## src/design/fbr_pkg.sv

```systemverilog
package fbr_pkg;

    // geometry
    localparam int NUM_BLOCKS  = 16;
    localparam int BLK_W       = $clog2(NUM_BLOCKS);
    localparam int MAP_DEPTH   = NUM_BLOCKS - 1;
    localparam int MAP_W       = $clog2(MAP_DEPTH);
    localparam int IDX_W       = $clog2(MAP_DEPTH + 1);
    localparam int SECTORS     = 7;
    localparam int CAP_RAW     = MAP_DEPTH * SECTORS;
    localparam logic [6:0] CAPACITY = 7'((CAP_RAW > 127) ? 127 : CAP_RAW);
    localparam logic [15:0] SPARE_TAG = 16'hFFFF;

    // one step per sector (metadata first) plus the erase
    localparam int STEP_W = 4;
    localparam logic [STEP_W-1:0] STEP_ERASE = STEP_W'(SECTORS + 1);

    // queue between front and back
    localparam int QUEUE_DEPTH = 2;
    localparam int QPTR_W      = $clog2(QUEUE_DEPTH);
    localparam int QCNT_W      = $clog2(QUEUE_DEPTH + 1);

    // request types
    localparam logic [2:0] REQ_BEGIN  = 3'd0;
    localparam logic [2:0] REQ_ENTRY  = 3'd1;
    localparam logic [2:0] REQ_FINISH = 3'd2;
    localparam logic [2:0] REQ_READ   = 3'd3;
    localparam logic [2:0] REQ_WRITE  = 3'd4;

    // classified operation kinds
    localparam logic [2:0] KIND_BEGIN  = 3'd0;
    localparam logic [2:0] KIND_ENTRY  = 3'd1;
    localparam logic [2:0] KIND_FINISH = 3'd2;
    localparam logic [2:0] KIND_READ   = 3'd3;
    localparam logic [2:0] KIND_WRITE  = 3'd4;
    localparam logic [2:0] KIND_RANGE  = 3'd5;

    // flash commands
    localparam logic [2:0] CMD_STATUS = 3'd0;
    localparam logic [2:0] CMD_READ   = 3'd1;
    localparam logic [2:0] CMD_COPY   = 3'd2;
    localparam logic [2:0] CMD_HOST   = 3'd3;
    localparam logic [2:0] CMD_ERASE  = 3'd4;

    // status codes
    localparam logic [1:0] STS_OK       = 2'd0;
    localparam logic [1:0] STS_BAD_MAP  = 2'd1;
    localparam logic [1:0] STS_RANGE    = 2'd2;
    localparam logic [1:0] STS_NOT_INIT = 2'd3;

    typedef struct packed {
        logic [2:0]  kind;
        logic [3:0]  lb;
        logic [2:0]  sec;
        logic [3:0]  pb;
        logic [15:0] tag;
    } t_op;

    typedef struct packed {
        logic [2:0]        cmd;
        logic [3:0]        src;
        logic [3:0]        dst;
        logic signed [3:0] sector;
        logic [1:0]        status;
        logic [6:0]        cap;
        logic              last;
    } t_res;

endpackage

```

## src/design/fbr_front.sv

```systemverilog
module fbr_front import fbr_pkg::*; (
    input  logic        i_clk,
    input  logic        i_rst_n,
    input  logic        i_valid,
    output logic        o_stall,
    input  logic [2:0]  i_req_type,
    input  logic [3:0]  i_logical_block,
    input  logic [2:0]  i_sector,
    input  logic [3:0]  i_phys_block,
    input  logic [15:0] i_meta_tag,
    output logic        o_op_valid,
    output t_op         o_op,
    input  logic        i_op_stall
);

    logic r_valid;
    t_op  r_op;
    t_op  n_op;
    logic n_known;
    logic accept;

    assign o_stall    = r_valid & i_op_stall;
    assign accept     = i_valid & ~o_stall;
    assign o_op_valid = r_valid;
    assign o_op       = r_op;

    // classify the request; unknown types are dropped here
    always_comb begin
        n_op.lb  = i_logical_block;
        n_op.sec = i_sector;
        n_op.pb  = i_phys_block;
        n_op.tag = i_meta_tag;
        n_op.kind = KIND_BEGIN;
        n_known   = 1'b1;
        case (i_req_type)
            REQ_BEGIN:  n_op.kind = KIND_BEGIN;
            REQ_ENTRY:  n_op.kind = KIND_ENTRY;
            REQ_FINISH: n_op.kind = KIND_FINISH;
            REQ_READ, REQ_WRITE: begin
                if (int'(i_logical_block) >= MAP_DEPTH || int'(i_sector) >= SECTORS) begin
                    n_op.kind = KIND_RANGE;
                end else if (i_req_type == REQ_READ) begin
                    n_op.kind = KIND_READ;
                end else begin
                    n_op.kind = KIND_WRITE;
                end
            end
            default: n_known = 1'b0;
        endcase
    end

    // one registered stage toward the queue
    always_ff @(posedge i_clk) begin
        if (!i_rst_n) begin
            r_valid <= 1'b0;
        end else if (accept) begin
            r_valid <= n_known;
        end else if (!i_op_stall) begin
            r_valid <= 1'b0;
        end
    end

    always_ff @(posedge i_clk) begin
        if (accept) begin
            r_op <= n_op;
        end
    end

endmodule

```

## src/design/fbr_queue.sv

```systemverilog
module fbr_queue import fbr_pkg::*; (
    input  logic i_clk,
    input  logic i_rst_n,
    input  logic i_push_valid,
    output logic o_push_stall,
    input  t_op  i_push_op,
    output logic o_pop_valid,
    input  logic i_pop_stall,
    output t_op  o_pop_op
);

    t_op               r_mem [QUEUE_DEPTH];
    logic [QPTR_W-1:0] r_wr_ptr;
    logic [QPTR_W-1:0] r_rd_ptr;
    logic [QCNT_W-1:0] r_count;
    logic              push;
    logic              pop;

    assign o_push_stall = (int'(r_count) == QUEUE_DEPTH);
    assign o_pop_valid  = (r_count != '0);
    assign push         = i_push_valid & ~o_push_stall;
    assign pop          = o_pop_valid & ~i_pop_stall;
    assign o_pop_op     = r_mem[r_rd_ptr];

    // pointer wrap
    function automatic logic [QPTR_W-1:0] next_ptr(input logic [QPTR_W-1:0] p);
        logic [QPTR_W-1:0] q;
        q = (int'(p) == QUEUE_DEPTH - 1) ? '0 : p + QPTR_W'(1);
        return q;
    endfunction

    always_ff @(posedge i_clk) begin
        if (!i_rst_n) begin
            r_wr_ptr <= '0;
            r_rd_ptr <= '0;
            r_count  <= '0;
        end else begin
            if (push) begin
                r_wr_ptr <= next_ptr(r_wr_ptr);
            end
            if (pop) begin
                r_rd_ptr <= next_ptr(r_rd_ptr);
            end
            if (push && !pop) begin
                r_count <= r_count + QCNT_W'(1);
            end else if (pop && !push) begin
                r_count <= r_count - QCNT_W'(1);
            end
        end
    end

    // storage
    always_ff @(posedge i_clk) begin
        if (push) begin
            r_mem[r_wr_ptr] <= i_push_op;
        end
    end

endmodule

```

## src/design/fbr_back.sv

```systemverilog
module fbr_back import fbr_pkg::*; (
    input  logic i_clk,
    input  logic i_rst_n,
    input  logic i_op_valid,
    output logic o_op_stall,
    input  t_op  i_op,
    output logic o_valid,
    input  logic i_stall,
    output t_res o_res
);

    localparam logic [1:0] ST_IDLE  = 2'd0;
    localparam logic [1:0] ST_CHECK = 2'd1;
    localparam logic [1:0] ST_EVICT = 2'd2;
    localparam logic [1:0] ST_WRITE = 2'd3;

    logic [1:0]           r_state;
    logic [BLK_W-1:0]     r_map [MAP_DEPTH];
    logic [MAP_DEPTH-1:0] r_map_valid;
    logic [BLK_W-1:0]     r_owner [NUM_BLOCKS];
    logic [BLK_W-1:0]     r_spare;
    logic [BLK_W-1:0]     r_rot;
    logic                 r_scan_bad;
    logic                 r_ready;
    logic [IDX_W-1:0]     r_idx;
    logic                 r_chk_bad;
    logic [STEP_W-1:0]    r_step;
    logic [BLK_W-1:0]     r_phys;
    logic [3:0]           r_lb;
    logic [2:0]           r_sec;
    logic                 r_out_valid;
    t_res                 r_out;

    t_res              n_res;
    logic              n_load;
    logic              can_load;
    logic              take;
    logic              chk_done;
    logic              chk_bad_i;
    logic              is_erase;
    logic              evict_needed;
    logic [MAP_W-1:0]  map_addr;
    logic [BLK_W-1:0]  map_rd;
    logic [BLK_W-1:0]  owner_addr;
    logic [BLK_W-1:0]  owner_rd;
    logic [STEP_W-1:0] step_sec;
    logic [BLK_W-1:0]  rot_next;

    assign can_load   = ~r_out_valid | ~i_stall;
    assign take       = (r_state == ST_IDLE) & i_op_valid & can_load;
    assign o_op_stall = ~((r_state == ST_IDLE) & can_load);
    assign o_valid    = r_out_valid;
    assign o_res      = r_out;

    // map and owner read ports
    assign map_addr   = (r_state == ST_CHECK) ? r_idx[MAP_W-1:0] : i_op.lb[MAP_W-1:0];
    assign map_rd     = r_map[map_addr];
    assign owner_addr = (r_state == ST_CHECK) ? map_rd : r_rot;
    assign owner_rd   = r_owner[owner_addr];

    // map check of one logical block per cycle
    assign chk_done  = (int'(r_idx) == MAP_DEPTH);
    assign chk_bad_i = ~r_map_valid[r_idx[MAP_W-1:0]] | (map_rd == r_spare)
                     | (owner_rd != BLK_W'(r_idx));

    // sector sequencing: step 0 is the metadata sector, last step erases
    assign is_erase     = (r_step == STEP_ERASE);
    assign step_sec     = r_step - STEP_W'(1);
    assign evict_needed = (r_rot != r_spare) && (r_rot != map_rd);
    assign rot_next     = (int'(r_rot) == NUM_BLOCKS - 1) ? '0 : r_rot + BLK_W'(1);

    // result to load into the output register
    always_comb begin
        n_res  = '0;
        n_load = 1'b0;
        case (r_state)
            ST_IDLE: begin
                if (i_op_valid && can_load) begin
                    n_res.last = 1'b1;
                    case (i_op.kind)
                        KIND_BEGIN, KIND_ENTRY: n_load = 1'b1;
                        KIND_READ: begin
                            n_load = 1'b1;
                            if (!r_ready) begin
                                n_res.status = STS_NOT_INIT;
                            end else begin
                                n_res.cmd    = CMD_READ;
                                n_res.src    = map_rd;
                                n_res.sector = $signed({1'b0, i_op.sec});
                            end
                        end
                        KIND_WRITE: begin
                            if (!r_ready) begin
                                n_load       = 1'b1;
                                n_res.status = STS_NOT_INIT;
                            end
                        end
                        KIND_RANGE: begin
                            n_load       = 1'b1;
                            n_res.status = r_ready ? STS_RANGE : STS_NOT_INIT;
                        end
                        default: n_load = 1'b0;
                    endcase
                end
            end
            ST_CHECK: begin
                if ((r_chk_bad || chk_done) && can_load) begin
                    n_load     = 1'b1;
                    n_res.last = 1'b1;
                    if (r_chk_bad) begin
                        n_res.status = STS_BAD_MAP;
                    end else begin
                        n_res.cap = CAPACITY;
                    end
                end
            end
            ST_EVICT: begin
                if (can_load) begin
                    n_load = 1'b1;
                    if (is_erase) begin
                        n_res.cmd = CMD_ERASE;
                        n_res.src = r_rot;
                    end else begin
                        n_res.cmd    = CMD_COPY;
                        n_res.src    = r_rot;
                        n_res.dst    = r_spare;
                        n_res.sector = $signed(step_sec);
                    end
                end
            end
            ST_WRITE: begin
                if (can_load) begin
                    n_load = 1'b1;
                    if (is_erase) begin
                        n_res.cmd  = CMD_ERASE;
                        n_res.src  = r_phys;
                        n_res.last = 1'b1;
                    end else if (step_sec == {1'b0, r_sec}) begin
                        n_res.cmd    = CMD_HOST;
                        n_res.dst    = r_spare;
                        n_res.sector = $signed(step_sec);
                    end else begin
                        n_res.cmd    = CMD_COPY;
                        n_res.src    = r_phys;
                        n_res.dst    = r_spare;
                        n_res.sector = $signed(step_sec);
                    end
                end
            end
            default: n_load = 1'b0;
        endcase
    end

    // output register
    always_ff @(posedge i_clk) begin
        if (!i_rst_n) begin
            r_out_valid <= 1'b0;
        end else if (n_load) begin
            r_out_valid <= 1'b1;
        end else if (!i_stall) begin
            r_out_valid <= 1'b0;
        end
    end

    always_ff @(posedge i_clk) begin
        if (n_load) begin
            r_out <= n_res;
        end
    end

    // control state, translation state and sequencer
    always_ff @(posedge i_clk) begin
        if (!i_rst_n) begin
            r_state     <= ST_IDLE;
            r_map_valid <= '0;
            r_spare     <= '0;
            r_rot       <= '0;
            r_scan_bad  <= 1'b0;
            r_ready     <= 1'b0;
            r_idx       <= '0;
            r_chk_bad   <= 1'b0;
            r_step      <= '0;
        end else begin
            case (r_state)
                ST_IDLE: begin
                    if (take) begin
                        case (i_op.kind)
                            KIND_BEGIN: begin
                                r_map_valid <= '0;
                                r_scan_bad  <= 1'b0;
                                r_ready     <= 1'b0;
                            end
                            KIND_ENTRY: begin
                                r_ready <= 1'b0;
                                if (int'(i_op.pb) < NUM_BLOCKS) begin
                                    if (i_op.tag == SPARE_TAG) begin
                                        r_spare <= i_op.pb[BLK_W-1:0];
                                    end else if (int'(i_op.tag) < MAP_DEPTH) begin
                                        r_map[i_op.tag[MAP_W-1:0]]       <= i_op.pb[BLK_W-1:0];
                                        r_map_valid[i_op.tag[MAP_W-1:0]] <= 1'b1;
                                        r_owner[i_op.pb[BLK_W-1:0]]      <= i_op.tag[BLK_W-1:0];
                                    end else begin
                                        r_scan_bad <= 1'b1;
                                    end
                                end
                            end
                            KIND_FINISH: begin
                                r_chk_bad <= r_scan_bad;
                                r_idx     <= '0;
                                r_state   <= ST_CHECK;
                            end
                            KIND_WRITE: begin
                                if (r_ready) begin
                                    r_phys  <= map_rd;
                                    r_lb    <= i_op.lb;
                                    r_sec   <= i_op.sec;
                                    r_step  <= '0;
                                    r_state <= evict_needed ? ST_EVICT : ST_WRITE;
                                end
                            end
                            default: r_state <= ST_IDLE;
                        endcase
                    end
                end
                ST_CHECK: begin
                    if (r_chk_bad || chk_done) begin
                        if (can_load) begin
                            r_ready <= ~r_chk_bad;
                            r_state <= ST_IDLE;
                        end
                    end else begin
                        r_chk_bad <= chk_bad_i;
                        r_idx     <= r_idx + IDX_W'(1);
                    end
                end
                ST_EVICT: begin
                    if (can_load) begin
                        if (is_erase) begin
                            // rotated block now lives in the old spare
                            if (int'(owner_rd) < MAP_DEPTH) begin
                                r_map[owner_rd[MAP_W-1:0]] <= r_spare;
                            end
                            r_owner[r_spare] <= owner_rd;
                            r_spare          <= r_rot;
                            r_step           <= '0;
                            r_state          <= ST_WRITE;
                        end else begin
                            r_step <= r_step + STEP_W'(1);
                        end
                    end
                end
                ST_WRITE: begin
                    if (can_load) begin
                        if (is_erase) begin
                            r_map[r_lb[MAP_W-1:0]] <= r_spare;
                            r_owner[r_spare]       <= r_lb[BLK_W-1:0];
                            r_spare                <= r_phys;
                            r_rot                  <= rot_next;
                            r_state                <= ST_IDLE;
                        end else begin
                            r_step <= r_step + STEP_W'(1);
                        end
                    end
                end
                default: r_state <= ST_IDLE;
            endcase
        end
    end

endmodule

```

## src/design/flash_block_remapper_unit.sv

```systemverilog
// Block-level flash translation with one spare block and round-robin wear
// leveling. Begin scan, scan entry, a read, or a refused request each give one
// result item. Finish scan checks one logical block per cycle and then loads its
// status item; a bad map ends the check early. A write gives nine items (eight
// sector moves and an erase), or eighteen when the block under the rotate
// pointer is first evicted into the spare; the sequencer issues one flash
// command per cycle while the receiver does not stall, after the cycle that
// takes the write. A two-entry queue after the classifying front end lets new
// items arrive while a write is still being sequenced. Request types 5 to 7 are
// accepted and give no result. Sector data itself does not pass here.
module flash_block_remapper_unit import fbr_pkg::*; (
    input  logic              i_clk,
    input  logic              i_rst_n,
    input  logic              i_valid,
    output logic              o_stall,
    input  logic [2:0]        i_req_type,
    input  logic [3:0]        i_logical_block,
    input  logic [2:0]        i_sector,
    input  logic [3:0]        i_phys_block,
    input  logic [15:0]       i_meta_tag,
    output logic              o_valid,
    input  logic              i_stall,
    output logic [2:0]        o_cmd,
    output logic [3:0]        o_src_block,
    output logic [3:0]        o_dest_block,
    output logic signed [3:0] o_flash_sector,
    output logic [1:0]        o_status,
    output logic [6:0]        o_capacity,
    output logic              o_last
);

    logic f_valid;
    logic f_stall;
    t_op  f_op;
    logic q_valid;
    logic q_stall;
    t_op  q_op;
    t_res res;

    // classify incoming items
    fbr_front u_front (
        .i_clk           (i_clk),
        .i_rst_n         (i_rst_n),
        .i_valid         (i_valid),
        .o_stall         (o_stall),
        .i_req_type      (i_req_type),
        .i_logical_block (i_logical_block),
        .i_sector        (i_sector),
        .i_phys_block    (i_phys_block),
        .i_meta_tag      (i_meta_tag),
        .o_op_valid      (f_valid),
        .o_op            (f_op),
        .i_op_stall      (f_stall)
    );

    // decoupling queue
    fbr_queue u_queue (
        .i_clk        (i_clk),
        .i_rst_n      (i_rst_n),
        .i_push_valid (f_valid),
        .o_push_stall (f_stall),
        .i_push_op    (f_op),
        .o_pop_valid  (q_valid),
        .i_pop_stall  (q_stall),
        .o_pop_op     (q_op)
    );

    // translation state and command sequencer
    fbr_back u_back (
        .i_clk      (i_clk),
        .i_rst_n    (i_rst_n),
        .i_op_valid (q_valid),
        .o_op_stall (q_stall),
        .i_op       (q_op),
        .o_valid    (o_valid),
        .i_stall    (i_stall),
        .o_res      (res)
    );

    assign o_cmd          = res.cmd;
    assign o_src_block    = res.src;
    assign o_dest_block   = res.dst;
    assign o_flash_sector = res.sector;
    assign o_status       = res.status;
    assign o_capacity     = res.cap;
    assign o_last         = res.last;

endmodule

```

## config.mk

```make
export PLATFORM = sky130hd
export DESIGN_NAME = flash_block_remapper_unit
export DESIGN_NICKNAME = d
export VERILOG_FILES = /design/src/design/fbr_pkg.sv /design/src/design/fbr_front.sv /design/src/design/fbr_queue.sv /design/src/design/fbr_back.sv /design/src/design/flash_block_remapper_unit.sv
export SDC_FILE = /design/constraint.sdc
export NUM_CORES = 1
export LEC_CHECK = 0
export BUFFER_PORTS_ARGS = -buffer_cell sky130_fd_sc_hd__buf_4
export CAP_MARGIN = 20
export CORE_AREA = 4 4 197 199
export CTS_BUF_LIST = sky130_fd_sc_hd__clkbuf_16
export DETAILED_ROUTE_END_ITERATION = 6
export DIE_AREA = 0 0 201 203
export MAX_ROUTING_LAYER = met4
export SLEW_MARGIN = 10
export SYNTH_ARGS = -nofsm -noshare
export SYNTH_HDL_FRONTEND = slang
export SYNTH_SLANG_ARGS = --single-unit
export TNS_END_PERCENT = 50
```

## constraint.sdc

```tcl
create_clock -name i_clk -period 6.7 [get_ports i_clk]
set_clock_uncertainty 0.05 [all_clocks]
set_input_delay 0.335 -clock i_clk [delete_from_list [all_inputs] [get_ports i_clk]]
set_output_delay 0.335 -clock i_clk [all_outputs]
set_load 0.05 [all_outputs]
```

## Word-level counts from Yosys, hierarchy flattened

Memories as Yosys holds them, arrays and structs flattened. A register that Yosys moved wholly into a read port is not among the register bits.
Index checks and enable logic that the tools add are counted.

- Output and inout bits: 27
- Logic and storage cells: 277
- Bits in registers: 108
- Bits in writable memories: 184
- Memories: 3

Memories:

| name | words | width | read ports | clocked after memory_dff | write ports | RTL line | source |
|---|---|---|---|---|---|---|---|
| u_back.r_owner | 16 | 4 | 1 | 0 | 1 | fbr_back.sv:20 | `logic [BLK_W-1:0] r_owner [NUM_BLOCKS];` |
| u_back.r_map | 15 | 4 | 1 | 0 | 1 | fbr_back.sv:18 | `logic [BLK_W-1:0] r_map [MAP_DEPTH];` |
| u_queue.r_mem | 2 | 30 | 1 | 1 | 1 | fbr_queue.sv:12 | `t_op r_mem [QUEUE_DEPTH];` |

- Reduce and logical (&&, ||, !) cells: 37
- Add/subtract/negate cells: 8
- Eq/ne operators: 44
- Bitwise gates (word level): 18
- Muxes and demuxes: 131
- Order comparisons: 7

Operators with widths:

| cell | number |
|---|---|
| $mux W4 | 29 |
| $mux W15 | 4 |
| $mux W1 | 55 |
| $pmux W4 S3 | 3 |
| $mux W7 | 5 |
| $pmux W15 S2 | 1 |
| $ne A2 B2 Y1 const B | 12 |
| $mux W2 | 11 |
| $pmux W7 S3 | 1 |
| $reduce_and A5 Y1 | 4 |
| $ne A2 B1 Y1 const B | 9 |
| $eq A16 B16 Y1 const B | 1 |
| $lt A16 B4 Y1 const B | 1 |
| $pmux W4 S2 | 2 |
| $reduce_or A4 Y1 | 4 |
| $or A15 B15 Y15 | 1 |
| $add A4 B1 Y4 const B | 3 |
| $eq A3 B2 Y1 const B | 4 |
| $ne A4 B4 Y1 | 3 |
| $lt A4 B5 Y1 const B | 2 |
| $eq A3 B3 Y1 const B | 3 |
| $mux W3 | 3 |
| $mux W9 | 1 |
| $pmux W3 S3 | 1 |
| 44 further kinds | 82 |

## Longest topological paths before layout

An unclocked memory read counts as a cell.

- Depth in word-level cells: 15
- Depth in mapped cells: 17
- Gate-level depth less buffers: 14

## Cells and area by module

A second synthesis with hierarchy kept.

- Cell total of the unflattened synthesis: 997
- Area total of the unflattened synthesis: 12892.4 um2

By module, submodules not included:

| module | cells an instance | area an instance (um2) | instances |
|---|---|---|---|
| fbr_back | 834 | 9489.1 | 1 |
| fbr_queue | 118 | 2393.5 | 1 |
| fbr_front | 45 | 1009.7 | 1 |

## Worst setup path before layout

Ideal clock, no wire load.

- Path type: reg-to-reg
- Start: register u_back.r_idx[0]
- End: memory u_back.r_map[1][0] (netlist name) (enable)
- Slack: 2133 ps
- Arrival: 4187 ps
- Data required time: 6321 ps
- Library setup time: 329 ps
- Stages on the path, launching flop included: 17
- Cell sequence: dfxtp_1 -> buf_6 -> or3b_1 -> buf_2 -> a21boi_4 -> buf_6 -> mux2i_1 -> mux4_2 -> a21oi_4 -> buf_4 -> nor2_1 -> a211oi_1 -> a211oi_1 -> o31ai_1 -> o21a_1 -> nand2_1 -> nor2_1

- Longest elaborated chain between the ends: 14

RTL lines:

| element | RTL line | source |
|---|---|---|
| from (decl) | fbr_back.sv:25 | `logic [IDX_W-1:0] r_idx;` |
| from (signal assigned) | fbr_back.sv:233 | `r_idx <= r_idx + IDX_W'(1);` |
| $mux W4 * | fbr_back.sv:56 | `assign map_addr = (r_state == ST_CHECK) ? r_idx[MAP_W-1:0] : i_op.lb[MAP_W-1:0];` |
| $mem_v2 Z15 W4 * | -- |  |
| $mux W4 * | fbr_back.sv:58 | `assign owner_addr = (r_state == ST_CHECK) ? map_rd : r_rot;` |
| $mem_v2 Z16 W4 * | -- |  |
| $lt A4 B4 Y1 | fbr_back.sv:240 | `if (int'(owner_rd) < MAP_DEPTH) begin` |
| $mux W1 | fbr_back.sv:240 |  |
| $mux W1 | fbr_back.sv:238 | `if (is_erase) begin` |
| $mux W1 | fbr_back.sv:237 | `if (can_load) begin` |
| $mux W1 | fbr_back.sv:184 | `case (r_state)` |
| $mux W1 | fbr_back.sv:173 | `if (!i_rst_n) begin` |
| $mux W1 (implied by the code) | fbr_back.sv:241 | `r_map[owner_rd[MAP_W-1:0]] <= r_spare;` |
| $reduce_or A4 Y1 (no line) | -- |  |
| $mux W4 (no line) / $mux W1 (equally long branches) (2 in series) | -- |  |
| to (decl) | fbr_back.sv:18 |  |

Mark *: on every way between the ends. The rest lies on a longest branch, timed or not.

## Worst setup path in the final report

- Start: register u_back.r_state[0]
- End: memory u_back.r_map[1][3] (netlist name) (enable)

- Longest elaborated chain between the ends: 15

RTL lines:

| element | RTL line | source |
|---|---|---|
| from (decl) | fbr_back.sv:17 | `logic [1:0] r_state;` |
| from (signal assigned) | fbr_back.sv:218 | `r_state <= evict_needed ? ST_EVICT : ST_WRITE;` |
| $eq A2 B1 Y1 | fbr_back.sv:56, fbr_back.sv:58 |  |
| $mux W4 | fbr_back.sv:56 |  |
| $mem_v2 Z15 W4 | -- |  |
| $mux W4 | fbr_back.sv:58 |  |
| $mem_v2 Z16 W4 | -- |  |
| $lt A4 B4 Y1 | fbr_back.sv:240 |  |
| $mux W1 | fbr_back.sv:240 |  |
| $mux W1 | fbr_back.sv:238 |  |
| $mux W1 | fbr_back.sv:237 |  |
| $mux W1 | fbr_back.sv:184 |  |
| $mux W1 | fbr_back.sv:173 |  |
| $mux W1 (implied by the code) | fbr_back.sv:241 |  |
| $reduce_or A4 Y1 (no line) | -- |  |
| $mux W4 (no line) / $mux W1 (equally long branches) (2 in series) | -- |  |

Parallel ways exist; a longest one is shown, timed or not.

==> results.tsv <==
stage	metric	value	unit
run_status	outcome	completed	
critical_path	cells on worst reg2reg path	12	
final_layout	Ant. Diodes	0	
yosys	Mapped Avg Cell Area	13.1	sq um
critical_path	worst setup path end	u_back.r_map[1][3]	
final_layout	register area	8190	sq um
critical_path	Worst Path Required	6.82	ns
critical_path	cell family with most CP delay	compound AO/OA/AOI/OAI gates	
sta	fin crit share	85.1	%
critical_path	CP Class	reg -> reg	
worst_hold_path	Worst Hold Class	in -> reg	
sta	Final Max Slew Viols	0	
critical_path	Critical Path Start	u_back.r_state[0]	
job	max cap viols	0	
sta	final setup margin	0.998	ns
routing	wire length per cell	19.4	um
cts	post-CTS sizing	0	
cts	H-tree depth	2	
sta	worst-margin pin slew	1.04	ns
sta	RSZ-0062 raised after global routing	false	
sta	Tmin final	5.70	ns
final_layout	layout filler cell count	3438	
routing	met3 wire len	1830	um
global_route	grt ovf	0	
yosys	combinational family with the most area after synthesis	compound AO/OA/AOI/OAI gates	
routing	Vias	8299	
routing	met1 wire length	13800	um
power_and_ir_drop	P_leak	0.00514	uW
yosys	Post-Synth Simple-Gate Area	11.1	%
yosys	Compound-Gate Fraction of Synth Area	12.3	%
sta	final number of setup-violating endpoints	0	
cts	Clock transition at path regs	0.06	ns
critical_path	CP Depth	12	
critical_path	worst flop-to-flop path endpoint	u_back.r_map[1][3]	
sta	fmax	175	MHz
yosys	Yosys reg bits	287	
placed_design	post-placement setup slack	1.02	ns
yosys	synthesized instance count	972	
yosys	number of enable flip-flop cells after synthesis	244	
cts	Post-CTS Setup Inserts	0	
sta	Slew headroom	30.3	%
critical_path	sum of buffers and inverters on the critical path	0	
global_route	initial antenna violation count	0	
floorplanning	Die ar.	40800	sq um
floorplanning	starting density of the core	34.3	%
sta	final setup TNS	0	ns
critical_path	FF-to-FF setup slack	1.0	ns
yosys	Post-Syn Area	12800	sq um
placed_design	I/O Buffers	57	
yosys	leading area contributor after synthesis	edfxtp_1	
routing	WL met2	13900	um
yosys	adder-cell share of the synthesized area	0.490	%
yosys	Ys Warns	0	
global_route	Total GRT Usage	15.0	%
cts	CTS Root Buffer Type	clkbuf_16	
cts	CTS tree	done	
final_layout	Final nets	1099	
final_layout	area growth from synthesis to layout	17.6	%
floorplanning	I/O Pins	61	
power_and_ir_drop	Power Dens Cells	361	nW/um^2
final_layout	footprint of the multi-input gates	4250	sq um
sta	endpoints failing hold	0	
yosys	XOR/XNOR Fraction of Synth Area	1.78	%
global_route	first-pass GRT wire length	47400	um
routing	Routed Antenna Nets	0	
cts	clock latency at the later pin of the worst-skew pair	0.51	ns
cts	Clock Tree Buf Depth	3	
critical_path	CP Capture Type	register	
routing	drt total wl	30300	um
final_layout	layout cells sized above 1	16.3	%
floorplanning	Core Region	37200	sq um
floorplanning	Std-Cell Rows	71	
cts	total CTS buffers	34	
critical_path	Reg-to-Reg Start	u_back.r_state[0]	
yosys	Seq/Total Area, Yosys	64.1	%
routing	length of the first detailed-routing pass in iterations	6	
yosys	post-synthesis mux area share	7.53	%
placed_design	hpwl dp	21100	um
cts	clock sinks	287	
critical_path	critical path's slowest cell	a21boi_4	
yosys	Main synth FF type	edfxtp_1	
yosys	asr flop ratio synth	0	%
critical_path	CP Max Fanout	18	
floorplanning	die height	203	um
global_route	pin count of the biggest net entering global routing	33	
routing	vias per std cell	5.32	
routing	DRC viols	0	
critical_path	CP Cell Sequence	nand2b_1 -> a21boi_4 -> mux2i_1 -> mux4_2 -> a21oi_4 -> mux4_2 -> a22o_1 -> a31o_2 -> o31a_1 -> o21ai_1 -> o211ai_2 -> nor2_1	
placed_design	GP Congestion	0.923	
critical_path	most frequent CP cell	mux4_2	
routing	top sig layer	met4	
global_route	vias in the first global route	8292	
floorplanning	Die Width	201	um
yosys	synth unique cells	87	
critical_path	Worst EP arrival	5.82	ns
routing	1st-iter DRT viols	607	
critical_path	CP Launch Type	register	
yosys	largest cells by area after synthesis	edfxtp_1, dfxtp_1, mux2i_1	
yosys	Synth top area share	57.3	%
power_and_ir_drop	VDD IR max	234	uV
sta	hold slack	0.0410	ns
critical_path	Max stage delay on crit path	0.63	ns
power_and_ir_drop	total power	5420	uW
-- metal layers --
layer | global-route usage (%) | vias to the layer above
met5 | - | -
met4 | 5.36 | 0
met3 | 2.87 | 62
met2 | 22.9 | 266
met1 | 20.2 | 4084
li1 | - | 3887
-- cell usage in the layout (no fill, tap or decap), types with 6 or more instances in the layout --
cell	synthesis	layout
nor2b_1	12	12
nor4_1	9	9
a2111oi_0	9	9
mux2i_1	44	44
o21ai_0	18	18
a211oi_1	13	13
nor2_1	96	95
nand2_1	72	72
clkinv_1	0	7
buf_4	8	72
mux4_2	10	10
nand2b_1	8	8
xor2_1	13	13
a31oi_1	8	8
clkbuf_16	0	35
o21a_1	7	7
o22ai_1	7	7
dlygate4sd3_1	0	27
o211ai_1	8	8
mux2_2	17	17
a21oi_1	59	59
xnor2_1	13	13
a21o_1	6	6
and2_1	17	17
dfxtp_1	43	43
nand4_1	12	12
inv_1	24	30
edfxtp_1	244	244
nor3_1	8	8
o31ai_1	6	6
nand3_1	29	29
-- metrics by stage --
stage               instances  utilization [%]  cell area (sq um)
finish                   1559             40.4              15000
global route             1559             40.4              15000
CTS                      1558             40.3              15000
detailed placement       1470             36.7              13700
global placement         1470             36.7              13700
floorplan                 974                -              12800
-- power by group --
part	total, uW	internal [uW]	switching [uW]	leakage (uW)
registers	2170	2110	56.1	0.00258
logic	1480	469	1010	0.00200
clock network	1770	1070	706	0.000556
total	5420	3650	1770	0.00514
-- Yosys cell counts, types with 7 or more instances --
master	number
xor2_1	13
o22ai_1	7
mux2_2	17
mux4_2	10
a2111oi_0	9
nor4_1	9
nand3_1	29
nor3_1	8
xnor2_1	13
o21ai_0	18
nor2b_1	12
mux2i_1	44
o21a_1	7
inv_1	24
nand2b_1	8
clkbuf_1	23
and2_1	17
nand2_1	72
nand4_1	12
nor2_1	96
buf_2	9
a211oi_1	13
buf_4	8
a21oi_1	59
edfxtp_1	244
o211ai_1	8
a31oi_1	8
dfxtp_1	43
-- cells by family (layout without fill, tap and decap cells) --
family                     after synthesis  count (layout)
adders and majority gates                5               5
and+or+nand+nor                        291             291
other                                    1               3
AOI/OAI and AO/OA                      210             210
buffers and inverters                   74             185
muxes                                   78              78
DFF                                    287             287
xor gates and xnor gates                26              26
-- sequential cells by signal, summed over array words and instances, names as in the netlist, 2 cells and up, named ones only --
signal              flops
u_back.r_step           4
u_back.r_owner         64
u_back.r_state          2
u_back.r_sec            3
u_back.r_idx            4
u_back.r_spare          4
u_queue.r_mem          60
u_back.r_lb             4
u_back.r_map           60
u_back.r_rot            4
u_queue.r_count         2
u_back.o_res           19
u_back.r_phys           4
u_front.o_op           30
u_back.r_map_valid     15
-- how the worst min path moves through the flow --
stage               depth (start not counted)                    to              from  slack, ns
floorplan                                   0   u_queue.r_mem[0][0]   u_front.o_op[0]       0.37
global placement                            0  u_queue.r_mem[0][25]  u_front.o_op[25]       0.37
detailed placement                          0   u_queue.r_mem[0][5]   u_front.o_op[5]       0.38
CTS                                         3        u_back.o_valid           i_stall       0.02
global route                                3    u_front.o_op_valid           i_valid       0.05
finish                                      3        u_back.o_valid           i_stall       0.04
-- worst register-to-register path: cells and delay by family, from the launching register on --
kind | cells | cell delay (ns)
compound gates | 7 | 2.46
mux | 3 | 1.31
simple gates | 2 | 0.92
flops | 1 | 0.60
-- timing repair --
action | 4_1_cts | 5_1_grt
hold buffers | 27 | 0
setup endpoints to repair | 0 | 0
endpoints found under the hold margin | 27 | 0
-- area by class of cell --
| class | count | share of cell area (%) |
|---|---|---|
| clock buffers | 35 | 5.83 |
| well taps | 474 | 3.95 |
| repair buffers | 99 | 5.40 |
| flip-flops and latches | 287 | 54.5 |
| multi-input cells | 613 | 28.3 |
| inverters | 25 | 0.625 |
| clock inverters | 26 | 1.42 |
(Power assumes the default switching activity.)
